==> config.mk <==
export PLATFORM = sky130hd
export DESIGN_NAME = plc_queue
export DESIGN_NICKNAME = d
export VERILOG_FILES = /design/src/design/plc_pkg.sv /design/src/design/plc_queue.sv
export SDC_FILE = /design/constraint.sdc
export NUM_CORES = 1
export LEC_CHECK = 0
export ABC_AREA = 1
export BUFFER_PORTS_ARGS = -buffer_cell sky130_fd_sc_hd__buf_2
export CORE_MARGIN = 2
export CORE_UTILIZATION = 40
export DETAILED_ROUTE_END_ITERATION = 8
export PLACE_DENSITY_LB_ADDON = 0.05
export SLEW_MARGIN = 10
export SYNTH_ARGS = -nofsm -noshare
export SYNTH_HDL_FRONTEND = slang
export SYNTH_SLANG_ARGS = --single-unit
==> constraint.sdc <==
create_clock -name i_clk -period 11 [get_ports i_clk]
set_input_delay 0.55 -clock i_clk [delete_from_list [all_inputs] [get_ports i_clk]]
set_output_delay 0.55 -clock i_clk [all_outputs]
set_load 0.01 [all_outputs]
==> src/design/plc_pkg.sv <==
package plc_pkg;

    localparam int TABLE_DEPTH_DEF = 128;
    localparam int VALUE_WIDTH_DEF = 16;
    localparam int THR_W           = 18;
    localparam int HIT_W           = 16;
    localparam int SCORE_W         = 31;
    localparam int QUEUE_DEPTH     = 2;
    localparam logic [THR_W-1:0] THR_RESET = 18'd410;
    localparam logic [HIT_W-1:0] HIT_MAX   = 16'hFFFF;

    typedef enum logic [2:0] {
        ST_IDLE,
        ST_RD,
        ST_CMP,
        ST_MUL,
        ST_OFFER
    } t_state;

endpackage

==> src/design/plc_queue.sv <==
module plc_queue #(
    parameter int DATA_W = 63
) (
    input  logic              i_clk,
    input  logic              i_rst_n,
    input  logic              i_valid,
    output logic              o_ready,
    input  logic [DATA_W-1:0] i_data,
    output logic              o_valid,
    input  logic              i_ready,
    output logic [DATA_W-1:0] o_data
);

    localparam int PW = $clog2(plc_pkg::QUEUE_DEPTH);
    localparam int CW = $clog2(plc_pkg::QUEUE_DEPTH + 1);

    logic [DATA_W-1:0] r_mem [plc_pkg::QUEUE_DEPTH];
    logic [PW-1:0]     r_wp;
    logic [PW-1:0]     r_rp;
    logic [CW-1:0]     r_cnt;
    logic              w_push;
    logic              w_pop;

    assign o_ready = r_cnt != CW'(plc_pkg::QUEUE_DEPTH);
    assign o_valid = r_cnt != '0;
    assign o_data  = r_mem[r_rp];
    assign w_push  = i_valid && o_ready;
    assign w_pop   = o_valid && i_ready;

    always_ff @(posedge i_clk) begin
        if (!i_rst_n) begin
            r_wp  <= '0;
            r_rp  <= '0;
            r_cnt <= '0;
        end else begin
            if (w_push) begin
                r_wp <= (r_wp == PW'(plc_pkg::QUEUE_DEPTH - 1)) ? '0 : r_wp + 1'b1;
            end
            if (w_pop) begin
                r_rp <= (r_rp == PW'(plc_pkg::QUEUE_DEPTH - 1)) ? '0 : r_rp + 1'b1;
            end
            r_cnt <= r_cnt + CW'(w_push) - CW'(w_pop);
        end
    end

    always_ff @(posedge i_clk) begin
        if (w_push) begin
            r_mem[r_wp] <= i_data;
        end
    end

endmodule

==> impl_metrics.ini <==
[run_status]
status = finished, final reports clean

[finish]
multi_input_area_um2 = 1060
regArea_um2 = 3890
antennaDiodeCount = 0
drive_above_1_share = 0.583
nFillCells = 1110
syn_to_final_growth_pct = 26.6
nets = 446

[clock_tree]
post_cts_buffers = 0
cts_hold_buf = 0
clk_latency_ns = 0.41
ctsResizeCount = 0
cts_tree = done
root_buffer = clkbuf_16
cts_buffer_depth = 2
path_clk_slew_ns = 0.06
numCtsBuffers = 17
cts_max_level = 4
cts_num_sinks = 131

[synth]
yosys.area_share.simple = 0.0162
synthXorXnorAreaFrac = 0.00172
synth_fa_ha_area_frac = 0.00246
synth_compound_area_frac = 0.000984
yosys.cell_types.count = 14
yosysWarnings = 0
seq_area_frac_synth = 0.764
yosys-top-cells-area = edfxtp_1, mux2_4, buf_12
synth_mux_area_frac = 0.184
synth_top_family_by_area = multiplexers
syn_area_per_cell_um2 = 21.9
synth-seq-cells = 131
syn_area_um2 = 5080
synth_top_area_frac = 0.744
synth_nets = 300
syn_inst = 232
yosys.area.top_type = edfxtp_1

[sta]
fin_setup_tns_ns = 0
finalClockSkew_ns = 0.00545
finalSetupViolations = 0
rsz0062_at_grt = false
min_period_ns = 2.88
maxSlewHeadroom = 0.450
worst_pin_slew_ns = 0.823
slew_violations = 0
max_freq_mhz = 347
period_share = 0.262
hold_viol = 0
fin_hold_ws_ns = 0.329

[worst_setup_path]
r2r_end = r_mem[0][20]
cp.arrival_ns = 2.33
crit_path_end = o_data[58]
worstPathRequired_ns = 10.45
r2r_setup_slack_ns = 8.65
cp-end-kind = output pin
crit_type = flip-flop to output pin
rr_worst_depth = 5
timing.rr.start = r_cnt[0]
cp-start-kind = flip-flop
cp_max_fo = 37

[place]
routabilityCongestion = 0.654
dpl.hpwl_um = 5430
io_buffers = 131

[die]
core_area_um2 = 12500
initial_core_util = 0.406
die_w_um = 117
die_h_um = 117
fp.dieArea_um2 = 13600
num_io_pins = 132
rows = 41

[power]
vdd_drop_max_mv = 0.109
cellPowerDensity_nw_per_um2 = 243
power_leakage_nw = 2.56

[grt]
antenna_found_initial = 0
grtUsageTotal = 0.131
grt_pass1_vias = 2502
grt_max_degree = 48
grt-ovfl-total = 0
grt_pass1_wl_um = 12700

[job]
drv_cap = 0

[detailed_routing]
drt-wirelength-per-cell_um = 15.5
via_per_inst = 4.50
drc = 0
drt-initial-drc-count = 100
ant_nets = 0
vias = 2532
wl_um = 8740
first_pass_iters = 4

[min_path]
hold_class = primary input to flip-flop
## sequential cells by signal, summed over array words and instances, names as in the netlist, named ones only
register	cells
r_mem	126
r_rp	1
r_wp	1
r_cnt	2
## power breakdown
part / switching (W) / internal, W / total [W] / leakage (nW)
Sequential: 0.0000348 / 0.000635 / 0.000670 / 1.22
Combinational: 0.000173 / 0.000182 / 0.000355 / 1.06
Clock: 0.000191 / 0.000351 / 0.000542 / 0.279
## routing by layer
layer	vias to the layer above	share of wire	global-route usage
met3	14	0.064	0.0493
met1	1247	0.45	0.165
met4	0	0.019	0.0729
li1	1186	-	-
met2	85	0.47	0.198
met5	-	0	0
## worst max-delay path, stage by stage, from the launching register on
cell and delay [ns]:
dfxtp_4 0.68, buf_4 0.69, mux2_2 0.41, buf_2 0.14
## layout by cell type, fill, tap and decap left out, drive strengths merged
master,synthesis,final
a21oi,1,1
buf,7,134
clkinv,0,8
inv,7,7
nor2,9,9
mux2,63,63
nand3,1,1
dfxtp,5,5
xnor2,1,1
nand2,11,11
clkinvlp,0,2
edfxtp,126,126
bufinv,0,3
clkbuf,0,19
ha,1,1
## worst min path at each step
stage / depth (start not counted) / slack (ns) / startpoint / end
after global placement: 2 / 0.48 / r_rp / r_rp
after floorplan: 2 / 0.47 / r_rp / flip-flop
after detailed placement: 2 / 0.48 / r_rp / flip-flop
after CTS: 1 / 0.31 / i_data[60] / r_mem[1][60]
after global routing: 1 / 0.31 / i_data[2] / r_mem[1][2]
final: 1 / 0.33 / i_data[27] / r_mem[1][27]
## cells in the mapped netlist
master / count
mux2_4: 60
dfxtp_1: 5
inv_1: 7
nand3_1: 1
mux2_2: 3
buf_12: 6
xnor2_1: 1
a21oi_1: 1
buf_6: 1
ha_1: 1
nand2_1: 11
nor2_2: 1
nor2_1: 8
edfxtp_1: 126
## layout make-up
| class | instances | area share |
|---|---|---|
| flip-flops and latches | 131 | 0.604 |
| multi-input cells | 87 | 0.164 |
| repair buffers | 134 | 0.105 |
| clock buffers | 19 | 0.0672 |
| well taps | 172 | 0.0334 |
| clock inverters | 13 | 0.0220 |
| inverters | 7 | 0.00408 |
## cell families (layout without fill, tap and decap cells)
family                   Yosys count  after routing
buffers and inverters             14            173
adder cells (fa/ha/maj)            1              1
AO/OA/AOI/OAI                      1              1
AND/OR/NAND/NOR                   21             21
multiplexers                      63             63
XOR/XNOR                           1              1
flip-flops                       131            131
## per-stage QoR
stage               area [µm²]  std cells  power [W]  utilization  setup WS (ns)
floorplan                 5080        232   0.000944            -           7.16
global placement          5870        531    0.00104        0.469           8.43
detailed placement        5870        531    0.00104        0.469           8.44
CTS                       6440        563    0.00159        0.514           8.04
global route              6440        563    0.00164        0.514           7.97
finish                    6440        563    0.00157        0.514           8.12
Note: power is estimated with default switching activity, not from simulation.
